**src/hdl/pnlr_pkg.sv**
```systemverilog
// shared constants, codes and types for the pcm normalize resampler
`timescale 1ns / 1ps

package pnlr_pkg;

    localparam int SampleW       = 32;
    localparam int PhaseFracBits = 16;
    localparam int MaxUpsample   = 16;
    localparam int MaxChannels   = 16;
    localparam int StepW         = 21;
    localparam int FmtW          = 2;
    localparam int CountW        = 5;
    localparam int SlotW         = $clog2(MaxChannels);
    localparam int PosW          = StepW + 1;
    localparam int CfgIdxW       = 2;
    localparam int CmdDepth      = 2;
    localparam int CmdPtrW       = $clog2(CmdDepth);
    localparam int CmdCntW       = $clog2(CmdDepth + 1);

    localparam int PhaseOneInt = 1 << PhaseFracBits;
    localparam int MinStepInt  = (PhaseOneInt + MaxUpsample - 1) / MaxUpsample;

    localparam logic [PosW-1:0]   PhaseOne   = PosW'(PhaseOneInt);
    localparam logic [PosW-1:0]   PhaseTwo   = PosW'(2 * PhaseOneInt);
    localparam logic [PosW-1:0]   PosLimit   = PosW'((1 << StepW) + PhaseOneInt);
    localparam logic [StepW-1:0]  MinStep    = StepW'(MinStepInt);
    localparam logic [StepW-1:0]  StepReset  = StepW'(PhaseOneInt);
    localparam logic [CountW-1:0] CountMax   = CountW'(MaxChannels);
    localparam logic [CountW-1:0] CountOne   = CountW'(1);

    // register indexes of the configuration port
    localparam logic [CfgIdxW-1:0] CfgPhaseStep    = 2'd0;
    localparam logic [CfgIdxW-1:0] CfgSampleFormat = 2'd1;
    localparam logic [CfgIdxW-1:0] CfgChannelCount = 2'd2;

    // sample format codes
    localparam logic [FmtW-1:0] FmtU8  = 2'd0;
    localparam logic [FmtW-1:0] FmtS16 = 2'd1;
    localparam logic [FmtW-1:0] FmtS32 = 2'd2;

    // command from the front end to the interpolator
    typedef struct packed {
        logic [SampleW-1:0] a;
        logic [SampleW-1:0] b;
        logic               span_en;
        logic               tail_en;
        logic               fin;
    } t_cmd;

endpackage

```
**src/hdl/pnlr_in_if.sv**
```systemverilog
// input channel: raw sample beats
`timescale 1ns / 1ps

interface pnlr_in_if;
    logic        valid;
    logic        ready;
    logic [31:0] raw_sample;
    logic        is_final;

    modport source (output valid, output raw_sample, output is_final, input ready);
    modport sink   (input valid, input raw_sample, input is_final, output ready);
endinterface

```
**src/hdl/pnlr_out_if.sv**
```systemverilog
// output channel: interpolated sample beats
`timescale 1ns / 1ps

interface pnlr_out_if;
    logic               valid;
    logic               ready;
    logic signed [31:0] out_sample;
    logic               out_last;
    logic               end_only;

    modport source (output valid, output out_sample, output out_last, output end_only,
                    input ready);
    modport sink   (input valid, input out_sample, input out_last, input end_only,
                    output ready);
endinterface

```
**src/hdl/pnlr_front.sv**
```systemverilog
// front end: channel select, normalization and command build
`timescale 1ns / 1ps

module pnlr_front import pnlr_pkg::*; (
    input  logic              i_clk,
    input  logic              i_rst_n,
    pnlr_in_if.sink           i_in,
    input  logic [FmtW-1:0]   i_format,
    input  logic [CountW-1:0] i_chans,
    input  logic              i_full,
    output logic              o_push,
    output t_cmd              o_cmd
);

    logic [SlotW-1:0]   r_slot;
    logic [SampleW-1:0] r_prev;
    logic               r_have;

    logic [SampleW-1:0] norm;
    logic               kept;
    logic [CountW-1:0]  slot_inc;

    assign i_in.ready = !i_full;
    assign o_push     = i_in.valid && !i_full;
    assign kept       = (r_slot == '0);
    assign slot_inc   = {{(CountW-SlotW){1'b0}}, r_slot} + CountOne;

    always_comb begin
        case (i_format)
            FmtU8:   norm = {~i_in.raw_sample[7], i_in.raw_sample[6:0], 24'd0};
            FmtS16:  norm = {i_in.raw_sample[15:0], 16'd0};
            default: norm = i_in.raw_sample;
        endcase
    end

    always_comb begin
        o_cmd.a       = r_prev;
        o_cmd.b       = kept ? norm : r_prev;
        o_cmd.span_en = kept && r_have;
        o_cmd.tail_en = kept || r_have;
        o_cmd.fin     = i_in.is_final;
    end

    always_ff @(posedge i_clk) begin
        if (!i_rst_n) begin
            r_slot <= '0;
            r_prev <= '0;
            r_have <= 1'b0;
        end else if (o_push) begin
            if (i_in.is_final) begin
                r_slot <= '0;
                r_prev <= '0;
                r_have <= 1'b0;
            end else begin
                if (kept) begin
                    r_prev <= norm;
                    r_have <= 1'b1;
                end
                // a slot at or past the count wraps to channel 0
                r_slot <= (slot_inc >= i_chans) ? '0 : slot_inc[SlotW-1:0];
            end
        end
    end

endmodule

```
**src/hdl/pnlr_cmd_fifo.sv**
```systemverilog
// short command queue between front end and interpolator
`timescale 1ns / 1ps

module pnlr_cmd_fifo import pnlr_pkg::*; (
    input  logic i_clk,
    input  logic i_rst_n,
    input  logic i_push,
    input  t_cmd i_wdata,
    input  logic i_pop,
    output t_cmd o_rdata,
    output logic o_full,
    output logic o_empty
);

    t_cmd                r_mem [CmdDepth];
    logic [CmdPtrW-1:0]  r_wr_ptr;
    logic [CmdPtrW-1:0]  r_rd_ptr;
    logic [CmdCntW-1:0]  r_count;

    logic do_push;
    logic do_pop;

    assign o_full  = (r_count == CmdCntW'(CmdDepth));
    assign o_empty = (r_count == '0);
    assign do_push = i_push && !o_full;
    assign do_pop  = i_pop && !o_empty;
    assign o_rdata = r_mem[r_rd_ptr];

    always_ff @(posedge i_clk) begin
        if (do_push) begin
            r_mem[r_wr_ptr] <= i_wdata;
        end
    end

    always_ff @(posedge i_clk) begin
        if (!i_rst_n) begin
            r_wr_ptr <= '0;
            r_rd_ptr <= '0;
            r_count  <= '0;
        end else begin
            if (do_push) begin
                r_wr_ptr <= (r_wr_ptr == CmdPtrW'(CmdDepth - 1)) ? '0 : r_wr_ptr + 1'b1;
            end
            if (do_pop) begin
                r_rd_ptr <= (r_rd_ptr == CmdPtrW'(CmdDepth - 1)) ? '0 : r_rd_ptr + 1'b1;
            end
            case ({do_push, do_pop})
                2'b10:   r_count <= r_count + 1'b1;
                2'b01:   r_count <= r_count - 1'b1;
                default: r_count <= r_count;
            endcase
        end
    end

endmodule

```
**src/hdl/pnlr_back.sv**
```systemverilog
// interpolator: phase accumulator, one output point per cycle while in a span and the output register is free
`timescale 1ns / 1ps

module pnlr_back import pnlr_pkg::*; (
    input  logic             i_clk,
    input  logic             i_rst_n,
    input  logic [StepW-1:0] i_step,
    input  t_cmd             i_cmd,
    input  logic             i_empty,
    output logic             o_pop,
    pnlr_out_if.source       o_out
);

    typedef enum logic [1:0] {
        S_IDLE,
        S_SPAN1,
        S_SPAN2,
        S_MARK
    } t_state;

    t_state               r_state;
    logic [PosW-1:0]      r_pos;
    logic [SampleW-1:0]   r_a;
    logic [SampleW-1:0]   r_b;
    logic signed [SampleW:0] r_diff;
    logic                 r_fin;
    logic                 r_tail_en;
    logic                 r_any;
    logic                 r_out_valid;
    logic [SampleW-1:0]   r_out_sample;
    logic                 r_out_last;
    logic                 r_end_only;

    logic                 out_free;
    logic                 in_span;
    logic                 emit;
    logic [PosW-1:0]      npos;
    logic signed [SampleW+PhaseFracBits+1:0] prod;
    logic signed [SampleW+1:0] quo;
    logic signed [SampleW+1:0] sum;
    logic                 last_span1;
    logic                 last_span2;

    assign out_free = !r_out_valid || o_out.ready;
    assign in_span  = (r_pos < PhaseOne);
    assign npos     = r_pos + {{(PosW-StepW){1'b0}}, i_step};
    assign o_pop    = (r_state == S_IDLE) && !i_empty;

    // a beat is loaded into the output register this cycle
    assign emit = out_free && ((((r_state == S_SPAN1) || (r_state == S_SPAN2)) && in_span)
                               || (r_state == S_MARK));

    // floor of diff * frac / 2^frac_bits is an arithmetic shift
    assign prod = r_diff * $signed({1'b0, r_pos[PhaseFracBits-1:0]});
    assign quo  = prod[SampleW+PhaseFracBits+1:PhaseFracBits];
    assign sum  = $signed({{2{r_a[SampleW-1]}}, r_a}) + quo;

    // last point of the stream when no tail point follows
    assign last_span1 = r_fin && (npos >= PhaseOne) && (!r_tail_en || (npos >= PhaseTwo));
    assign last_span2 = (npos >= PhaseOne);

    assign o_out.valid      = r_out_valid;
    assign o_out.out_sample = r_out_sample;
    assign o_out.out_last   = r_out_last;
    assign o_out.end_only   = r_end_only;

    always_ff @(posedge i_clk) begin
        if (!i_rst_n) begin
            r_state     <= S_IDLE;
            r_pos       <= '0;
            r_fin       <= 1'b0;
            r_tail_en   <= 1'b0;
            r_any       <= 1'b0;
            r_out_valid <= 1'b0;
        end else begin
            if (emit) begin
                r_out_valid <= 1'b1;
            end else if (o_out.ready) begin
                r_out_valid <= 1'b0;
            end
            case (r_state)
                S_IDLE: begin
                    if (!i_empty) begin
                        r_b       <= i_cmd.b;
                        r_fin     <= i_cmd.fin;
                        r_tail_en <= i_cmd.tail_en;
                        r_any     <= 1'b0;
                        if (i_cmd.span_en) begin
                            r_a     <= i_cmd.a;
                            r_diff  <= $signed({i_cmd.b[SampleW-1], i_cmd.b})
                                     - $signed({i_cmd.a[SampleW-1], i_cmd.a});
                            r_state <= S_SPAN1;
                        end else begin
                            r_a    <= i_cmd.b;
                            r_diff <= '0;
                            if (i_cmd.fin && i_cmd.tail_en) begin
                                r_state <= S_SPAN2;
                            end else if (i_cmd.fin) begin
                                r_state <= S_MARK;
                            end
                        end
                    end
                end
                S_SPAN1: begin
                    if (in_span) begin
                        if (out_free) begin
                            r_out_sample <= sum[SampleW-1:0];
                            r_out_last   <= last_span1;
                            r_end_only   <= 1'b0;
                            r_pos        <= npos;
                            r_any        <= 1'b1;
                        end
                    end else begin
                        if (r_fin && r_tail_en) begin
                            // tail holds the last sample at both ends
                            r_pos   <= r_pos - PhaseOne;
                            r_a     <= r_b;
                            r_diff  <= '0;
                            r_state <= S_SPAN2;
                        end else if (r_fin) begin
                            r_pos   <= '0;
                            r_state <= r_any ? S_IDLE : S_MARK;
                        end else begin
                            r_pos   <= r_pos - PhaseOne;
                            r_state <= S_IDLE;
                        end
                    end
                end
                S_SPAN2: begin
                    if (in_span) begin
                        if (out_free) begin
                            r_out_sample <= sum[SampleW-1:0];
                            r_out_last   <= last_span2;
                            r_end_only   <= 1'b0;
                            r_pos        <= npos;
                            r_any        <= 1'b1;
                        end
                    end else begin
                        r_pos   <= '0;
                        r_state <= r_any ? S_IDLE : S_MARK;
                    end
                end
                S_MARK: begin
                    if (out_free) begin
                        r_out_sample <= '0;
                        r_out_last   <= 1'b1;
                        r_end_only   <= 1'b1;
                        r_pos        <= '0;
                        r_state      <= S_IDLE;
                    end
                end
                default: begin
                    r_state <= S_IDLE;
                end
            endcase
        end
    end

`ifndef SYNTHESIS
    a_end_marker_form: assert property (@(posedge i_clk) disable iff (!i_rst_n)
        (r_out_valid && r_end_only) |-> (r_out_last && (r_out_sample == '0)))
        else $error("end marker beat without last flag or with nonzero sample");

    a_pos_bounded: assert property (@(posedge i_clk) disable iff (!i_rst_n)
        (r_pos < PosLimit))
        else $error("phase accumulator out of range");

    a_mark_clears_pos: assert property (@(posedge i_clk) disable iff (!i_rst_n)
        ((r_state == S_MARK) && out_free) |=> ((r_pos == '0) && (r_state == S_IDLE)))
        else $error("stream end did not clear the phase");
`endif

endmodule

```
**src/hdl/pcm_normalize_linear_resampler_core.sv**
```systemverilog
// top level: configuration registers, front end, command queue, interpolator
// an accepted beat passes the command queue and interpolator span state before the output register
// throughput: one output point per cycle while the output is not stalled, but closing
//   a span or taking a command in idle yields no point; a stream end adds a tail span
// a two-entry command queue lets the front end take beats while points are produced
// reset is synchronous: stream state clears and configuration registers return to their reset values
`timescale 1ns / 1ps

module pcm_normalize_linear_resampler_core import pnlr_pkg::*; (
    input  logic               i_clk,
    input  logic               i_rst_n,
    pnlr_in_if.sink            i_in,
    pnlr_out_if.source         o_out,
    input  logic               i_cfg_we,
    input  logic [CfgIdxW-1:0] i_cfg_index,
    input  logic [StepW-1:0]   i_cfg_wdata
);

    logic [StepW-1:0]  r_step;
    logic [FmtW-1:0]   r_format;
    logic [CountW-1:0] r_chans;

    logic [CountW-1:0] wr_count;

    logic push;
    logic pop;
    logic full;
    logic empty;
    t_cmd wr_cmd;
    t_cmd rd_cmd;

    assign wr_count = i_cfg_wdata[CountW-1:0];

    // step and channel count are stored already clamped
    always_ff @(posedge i_clk) begin
        if (!i_rst_n) begin
            r_step   <= StepReset;
            r_format <= FmtS16;
            r_chans  <= CountOne;
        end else if (i_cfg_we) begin
            case (i_cfg_index)
                CfgPhaseStep: begin
                    r_step <= (i_cfg_wdata < MinStep) ? MinStep : i_cfg_wdata;
                end
                CfgSampleFormat: begin
                    r_format <= i_cfg_wdata[FmtW-1:0];
                end
                CfgChannelCount: begin
                    if (wr_count == '0) begin
                        r_chans <= CountOne;
                    end else if (wr_count > CountMax) begin
                        r_chans <= CountMax;
                    end else begin
                        r_chans <= wr_count;
                    end
                end
                default: begin
                    r_step <= r_step;
                end
            endcase
        end
    end

    pnlr_front u_front (
        .i_clk    (i_clk),
        .i_rst_n  (i_rst_n),
        .i_in     (i_in),
        .i_format (r_format),
        .i_chans  (r_chans),
        .i_full   (full),
        .o_push   (push),
        .o_cmd    (wr_cmd)
    );

    pnlr_cmd_fifo u_fifo (
        .i_clk   (i_clk),
        .i_rst_n (i_rst_n),
        .i_push  (push),
        .i_wdata (wr_cmd),
        .i_pop   (pop),
        .o_rdata (rd_cmd),
        .o_full  (full),
        .o_empty (empty)
    );

    pnlr_back u_back (
        .i_clk   (i_clk),
        .i_rst_n (i_rst_n),
        .i_step  (r_step),
        .i_cmd   (rd_cmd),
        .i_empty (empty),
        .o_pop   (pop),
        .o_out   (o_out)
    );

endmodule
```
**src/flat_wrapper.sv**
```systemverilog
// flat-port wrapper written by rule: the top's interface ports become plain ports
module pcm_normalize_linear_resampler_core_flat import pnlr_pkg::*;
  (i_clk, i_rst_n, i_cfg_we, i_cfg_index, i_cfg_wdata, i_in_valid, i_in_raw_sample, i_in_is_final, i_in_ready, o_out_valid, o_out_out_sample, o_out_out_last, o_out_end_only, o_out_ready);
  pnlr_in_if i_in_i ();
  pnlr_out_if o_out_i ();
  input  logic i_clk;
  input  logic i_rst_n;
  input  logic i_cfg_we;
  input  logic [CfgIdxW-1:0] i_cfg_index;
  input  logic [StepW-1:0] i_cfg_wdata;
  input wire logic [$bits(i_in_i.valid)-1:0] i_in_valid;
  input wire logic [$bits(i_in_i.raw_sample)-1:0] i_in_raw_sample;
  input wire logic [$bits(i_in_i.is_final)-1:0] i_in_is_final;
  output wire logic [$bits(i_in_i.ready)-1:0] i_in_ready;
  output wire logic [$bits(o_out_i.valid)-1:0] o_out_valid;
  output wire logic [$bits(o_out_i.out_sample)-1:0] o_out_out_sample;
  output wire logic [$bits(o_out_i.out_last)-1:0] o_out_out_last;
  output wire logic [$bits(o_out_i.end_only)-1:0] o_out_end_only;
  input wire logic [$bits(o_out_i.ready)-1:0] o_out_ready;
  assign i_in_i.valid = i_in_valid;
  assign i_in_i.raw_sample = i_in_raw_sample;
  assign i_in_i.is_final = i_in_is_final;
  assign i_in_ready = i_in_i.ready;
  assign o_out_valid = o_out_i.valid;
  assign o_out_out_sample = o_out_i.out_sample;
  assign o_out_out_last = o_out_i.out_last;
  assign o_out_end_only = o_out_i.end_only;
  assign o_out_i.ready = o_out_ready;
  pcm_normalize_linear_resampler_core u_core (.i_clk(i_clk), .i_rst_n(i_rst_n), .i_in(i_in_i), .o_out(o_out_i), .i_cfg_we(i_cfg_we), .i_cfg_index(i_cfg_index), .i_cfg_wdata(i_cfg_wdata));
endmodule
```
**config.mk**
```make
export PLATFORM = sky130hd
export DESIGN_NAME = pcm_normalize_linear_resampler_core_flat
export DESIGN_NICKNAME = d
export VERILOG_FILES = /design/src/hdl/pnlr_pkg.sv /design/src/hdl/pnlr_in_if.sv /design/src/hdl/pnlr_out_if.sv /design/src/hdl/pnlr_front.sv /design/src/hdl/pnlr_cmd_fifo.sv /design/src/hdl/pnlr_back.sv /design/src/hdl/pcm_normalize_linear_resampler_core.sv /design/src/flat_wrapper.sv
export SDC_FILE = /design/constraint.sdc
export NUM_CORES = 2
export LEC_CHECK = 0
export BUFFER_PORTS_ARGS = -buffer_cell sky130_fd_sc_hd__buf_4
export CAP_MARGIN = 25
export CORE_MARGIN = 2
export CORE_UTILIZATION = 66
export CTS_BUF_LIST = sky130_fd_sc_hd__clkbuf_8
export CTS_CLUSTER_DIAMETER = 80
export CTS_CLUSTER_SIZE = 24
export DETAILED_ROUTE_END_ITERATION = 12
export PLACE_DENSITY = 0.94
export SLEW_MARGIN = 20
export SYNTH_ARGS = -nofsm -noshare
export SYNTH_HDL_FRONTEND = slang
export SYNTH_HIERARCHICAL = 1
export SYNTH_SLANG_ARGS = --single-unit
export TNS_END_PERCENT = 20
```
**constraint.sdc**
```tcl
create_clock -name i_clk -period 11.61 [get_ports i_clk]
set_input_delay 0 -clock i_clk [delete_from_list [all_inputs] [get_ports i_clk]]
set_output_delay 0 -clock i_clk [all_outputs]
set_load 0.01 [all_outputs]
```
### Word-level counts from Yosys, hierarchy flattened

Memory sizes are Yosys's and may differ from the RTL's. A register that Yosys moved wholly into a read port is not among the register bits.
Index checks and enable logic that the tools add are counted.

| storage, ports and cells | value |
|---|---|
| register bits | 228 |
| bits in writable memories | 134 |
| memories kept | 1 |

| cells by class | value |
|---|---|
| add/subtract/negate cells | 9 |
| $mul | 1 |
| order comparisons | 6 |
| equality and inequality tests | 21 |
| multiplexer cells | 63 |
| bitwise gates (word level) | 2 |
| reduce and logical (&&, ||, !) cells | 46 |

Memories:

| name | words | width | rd ports | clocked after Yosys merged registers in | write ports | RTL line | RTL |
|---|---|---|---|---|---|---|---|
| u_core.u_fifo.r_mem | 2 | 67 | 1 | 1 | 1 | pnlr_cmd_fifo.sv:15 | `t_cmd r_mem [CmdDepth];` |

Operators with widths:

| cell | count |
|---|---|
| $mux W32 | 9 |
| $pmux W32 S2 | 3 |
| $mux W22 | 6 |
| $mux W33 | 4 |
| $pmux W22 S3 | 1 |
| $pmux W33 S2 | 1 |
| $mul A33 B17 Y48 | 1 |
| $sub A32 B32 Y33 | 1 |
| $add A32 B32 Y32 | 1 |
| $add A22 B21 Y22 | 1 |
| $ge A22 B17 Y1 const B | 1 |
| $ge A22 B18 Y1 const B | 1 |
| $lt A22 B17 Y1 const B | 1 |
| $sub A22 B17 Y22 const B | 1 |
| $lt A21 B13 Y1 const B | 1 |
| $mux W21 | 1 |
| $mux W2 | 10 |
| $mux W1 | 19 |
| $ne A2 B2 Y1 const B | 8 |
| $reduce_and A5 Y1 | 3 |
| $reduce_and A2 Y1 | 6 |
| $reduce_bool A2 Y1 | 6 |
| $logic_and A1 B1 Y1 | 11 |
| $eq A2 B2 Y1 const B | 5 |
| 26 further kinds | 46 |

### Logic depth before layout (Yosys ltp)

| depth | value |
|---|---|
| word-level depth | 7 |
| gate-level depth with buffers | 38 |
| gate-level depth less buffers | 37 |

### Modules after synthesis

The synthesis kept the hierarchy.

Modules (own cells, without submodules):

| module | instances | cells an instance | area an instance (um2) |
|---|---|---|---|
| pnlr_back | 1 | 3022 | 27642.8 |
| pnlr_cmd_fifo | 1 | 234 | 5057.4 |
| pnlr_front | 1 | 280 | 2224.6 |
| pcm_normalize_linear_resampler_core | 1 | 125 | 1114.8 |

### Least setup slack after synthesis

No wires, ideal clock.

| timing path | value |
|---|---|
| path kind | register to register |
| from | reg u_core.u_back.r_pos[10] |
| to | reg u_core.u_back.r_out_sample[31], in the netlist u_core/u_back/o_out.out_sample[31] (data pin) |
| arrival time | 8.264 ns |
| slack | 3.080 ns |
| cell stages (with the launch flop) | 37 |
| period minus slack after synthesis | 8.530 ns |
| cell sequence | dfxtp_1 > clkbuf_1 > clkbuf_1 > nand2_1 > fa_1 > inv_1 > fa_1 > fa_1 > fa_1 > fa_1 > inv_1 > fa_1 > inv_1 > ha_1 > a21o_1 > a221oi_1 > o21ai_0 > nand4b_2 > and3_1 > o21a_1 > nand2_1 > a21boi_0 > o21a_1 > o31ai_1 > a21oi_1 > ha_1 > a21oi_1 > o21ai_0 > or2_2 > o21ba_2 > a21oi_1 > o2111ai_1 > nor4b_1 > o22ai_1 > xnor2_1 > xnor2_1 > nor2_1 |

| on the way | value |
|---|---|
| word-level cells in the longest chain between the ends | 5 |

RTL lines:

| item | RTL line | RTL |
|---|---|---|
| start: declaration | pnlr_back.sv:22 | `logic [PosW-1:0] r_pos;` |
| start signal: assignment | pnlr_back.sv:110 | `r_pos <= npos;` |
| start signal: assignment | pnlr_back.sv:116 | `r_pos <= r_pos - PhaseOne;` |
| start signal: assignment | pnlr_back.sv:124 | `r_pos <= r_pos - PhaseOne;` |
| $mul A33 B17 Y48 | pnlr_back.sv:54 | `assign prod = r_diff * $signed({1'b0, r_pos[PhaseFracBits-1:0]});` |
| $add A32 B32 Y32 | pnlr_back.sv:56 | `assign sum = $signed({{2{r_a[SampleW-1]}}, r_a}) + quo;` |
| $mux W32 | pnlr_back.sv:106, pnlr_back.sv:131 |  |
| $mux W32 | pnlr_back.sv:105 | `if (in_span) begin` |
| $pmux W32 S2 | pnlr_back.sv:81 | `case (r_state)` |
| end signal: assignment | pnlr_back.sv:107 | `r_out_sample <= sum[SampleW-1:0];` |
| end signal: assignment | pnlr_back.sv:132 | `r_out_sample <= sum[SampleW-1:0];` |
| end: declaration | pnlr_back.sv:30 | `logic [SampleW-1:0] r_out_sample;` |

Every way passes these cells. The select of a mux whose other input is x is not followed.
A chain may end at the register's enable or synchronous reset.

### Worst setup path after layout

| timing path | value |
|---|---|
| from | reg u_core.u_back.r_pos[9] |
| to | reg u_core.u_back.r_out_sample[31], in the netlist u_core/u_back/o_out.out_sample[31] (data pin) |

Same word-level chain as after synthesis.

==> metrics <==
status=finished clean; clock root buffer=clkbuf_8; DR vias=27400; Synth Net Count=4426; core area=53900 sq um; layout net count=4509; CTS buffer count=21; biggest area consumer among synthesized cells=fa_1; Layout area overhead=7.17%; Worst-path clk slew=0.14 ns; syn_area_per_cell=9.84 sq um; Slew Viols, Final=0; GPL Wtd Cong=0.929; Iteration-0 DRC Markers=2723; DRC viols=0; CTS Buffer Depth=3; Yosys reg bits=363; Worst Hold Launch=i_in_raw_sample[28]; Design Area, Final=38600 sq um; R2R depth=35; crit path capture type=register; ys flop type=edfxtp_1; global route overflow=0; r2r setup slk=1.39 ns; Hold Path Class=in2reg; Crit Reg-Reg Endpoint=u_core/u_back/o_out.out_sample[31]$_SDFFCE_PP0P_; Via density=6.15; Post-synth ARST share=0%; share of cells above drive strength 1=7.37%; nature of the critical path startpoint=register; H-Tree Depth=1; Worst-Margin Slew=1.14 ns; Max Clock Freq=0.0978 GHz; Placed Area=37300 sq um; die height=238 um; Post-Synthesis Cells=3661; post-detail-place hpwl=65700 um; leakage power=17.5 nW; hold path cells=5; Final TNS setup=0 ns; number of setup violations in the final report=0; Warnings, synthesis=6; 1st-pass router iterations=7; most frequent cells in the layout=inv_1 (652), nand2_1 (493), fa_1 (492); initial antenna violation count=5; Worst EP required=11.89 ns; Die X=238 um; latest clock arrival within the worst-skew pair=0.65 ns; Fin Clk Skew=0.101 ns; Max Cap Violations=0; worst r2r src=u_core/u_back/r_pos[9]$_SDFFE_PN0P_; Data arrival, critical path=10.50 ns; cells taking the most area after synthesis=fa_1 (27%), edfxtp_1 (22%), ha_1 (7.4%); Post-synth EDFFs=265; synth unique cells=86; clk sink count=363; Routed WL=91900 um; Max VDD drop=163 uV; FP Rows=85; Total GRT Usage=33.4%; RSZ-0062 raised after global routing=false; endpoints failing hold=0; commonest non-fill, non-tap cell in the layout=inv_1; post_cts resized=0; critical path class=reg2reg; Synth Cell Area=36000 sq um; first-pass GRT wire length=149000 um; Crit path largest cell delay=1.03 ns; die area=56500 sq um; fin crit period=10.22 ns; CP max-delay cell=dfxtp_1; most frequent CP cell=fa_1; Port-buffer cells=96; CTS tree=yes; I/O pins=97; share of the synthesized area in the top cell type=27.3%; Initial Util=66.8%; routed wire length per instance=20.6 um; pwr dens=182 nW/um^2; Slew HR=24.0%; Routed Antenna Nets=0; sequential area share after synthesis=27.5%; vias in the first global route=29300; largest net degree at the start of global routing=73; Tcrit/Tclk final=88.0%; Worst Hold Endpoint=u_core/u_front/r_prev[28]$_SDFFE_PN0P_; critical path buffer and inverter count=4; CP delay by family, top=adder cells; CP Max Fanout=20
## synth_stat cells (48+ instances only)
library cell    n
inv_1         643
nand2_1       493
fa_1          492
edfxtp_1      265
ha_1          212
and2_1        205
nor2_1        143
clkbuf_1      138
o21ai_0       125
a21oi_1       102
dfxtp_1        98
mux2_2         74
xnor2_1        73
nand3_1        66
nor2b_1        66
mux2i_1        48
## state kept, by name (all words and copies together) (netlist names), 2 cells and up, named ones only
| name | flops |
|---|---|
| u_core/u_back/r_pos | 22 |
| u_core/r_chans | 5 |
| u_core/u_front/r_prev | 32 |
| u_core/u_back/r_diff | 33 |
| u_core/u_back/r_b | 32 |
| u_core/u_front/r_slot | 4 |
| u_core/r_format | 2 |
| u_core/u_back/r_state | 2 |
| u_core/u_back/r_a | 32 |
| u_core/u_fifo/r_count | 2 |
| u_core/u_back/o_out.out_sample | 32 |
| u_core/u_fifo/r_mem | 134 |
| u_core/r_step | 21 |
## power by group
part / leakage, nW / internal [mW] / switching [mW]
clock: 0.255 / 0.209 / 0.421
combinational: 14.0 / 1.56 / 2.53
sequential: 3.29 / 1.88 / 0.415
total: 17.5 / 3.65 / 3.36
## how the worst max path moves through the flow
stage | cells past startpoint | from | slack (ns) | to
after global routing | 35 | u_core/u_back/r_pos[10]$_SDFFE_PN0P_ | 1.08 | u_core/u_back/o_out.out_sample[31]$_SDFFCE_PP0P_
after global placement | 35 | u_core/u_back/r_pos[4]$_SDFFE_PN0P_ | 1.99 | u_core/u_back/o_out.out_sample[31]$_SDFFCE_PP0P_
after floorplan | 36 | u_core/u_back/r_pos[10]$_SDFFE_PN0P_ | 3.08 | u_core/u_back/o_out.out_sample[31]$_SDFFCE_PP0P_
final | 35 | u_core/u_back/r_pos[9]$_SDFFE_PN0P_ | 1.39 | u_core/u_back/o_out.out_sample[31]$_SDFFCE_PP0P_
after CTS | 35 | u_core/u_back/r_pos[4]$_SDFFE_PN0P_ | 1.60 | u_core/u_back/o_out.out_sample[31]$_SDFFCE_PP0P_
after detailed placement | 35 | u_core/u_back/r_pos[4]$_SDFFE_PN0P_ | 1.74 | u_core/u_back/o_out.out_sample[31]$_SDFFCE_PP0P_
## routing by layer
layer | wire length, um | global-route usage (%) | vias to the layer above
li1 | - | - | 11800
met1 | 32100 | 41.4 | 13300
met4 | 5130 | 16.4 | 4
met2 | 44500 | 56.1 | 1844
met5 | 31 | 0 | -
met3 | 10100 | 7.06 | 435
## worst reg2reg max path: cells and delay by family, from the launching register on
kind,cells,cell delay [ns]
DFF,1,1.03
xor gates and xnor gates,2,0.34
and+or+nand+nor,8,1.68
AOI/OAI and AO/OA,13,2.42
buffers and inverters,4,0.57
adders and majority gates,8,3.83
## final cells by class
| class | instances | area [sq um] |
|---|---|---|
| multi-input combinational | 2495 | 23100 |
| fill | 3378 | 15300 |
| sequential | 363 | 9920 |
| inverter | 645 | 2420 |
| timing repair buffer | 218 | 1880 |
| tap | 696 | 871 |
| clock buffer | 21 | 289 |
| clock inverter | 16 | 139 |
| antenna | 3 | 7.51 |
## kinds of logic (layout without fill, tap and decap cells)
kind of cell    Yosys count  count (layout)  synth area share (%)
compound gates          457             457                  8.32
fa+ha+maj               704             704                  34.7
mux                     122             122                  3.65
other cells               0               3                     0
buf+inv                 803             900                  8.51
simple gates           1097            1097                  14.5
xor+xnor                115             115                  2.79
flops                   363             363                  27.5
## metrics by stage
step | util (%) | worst slack (ns) | hold WS (ns) | std cells | power (mW)
2_1_floorplan | - | 3.08 | 0.122 | 3661 | 4.95
3_3_place_gp | 69.1 | 1.99 | 0.236 | 4325 | 5.96
3_5_place_dp | 69.1 | 1.74 | 0.236 | 4327 | 6.16
4_1_cts | 71.5 | 1.60 | 0.00505 | 4452 | 6.82
5_1_grt | 71.6 | 1.08 | 0.0284 | 4456 | 7.45
6_report | 71.6 | 1.39 | 0.0583 | 4457 | 7.01
## timing repair
action | in CTS | in global routing
hold buffers | 88 | 0
buffers inserted | 0 | 0
endpoints found under the hold margin | 129 | 0
Power figures use the tool's default switching activity.
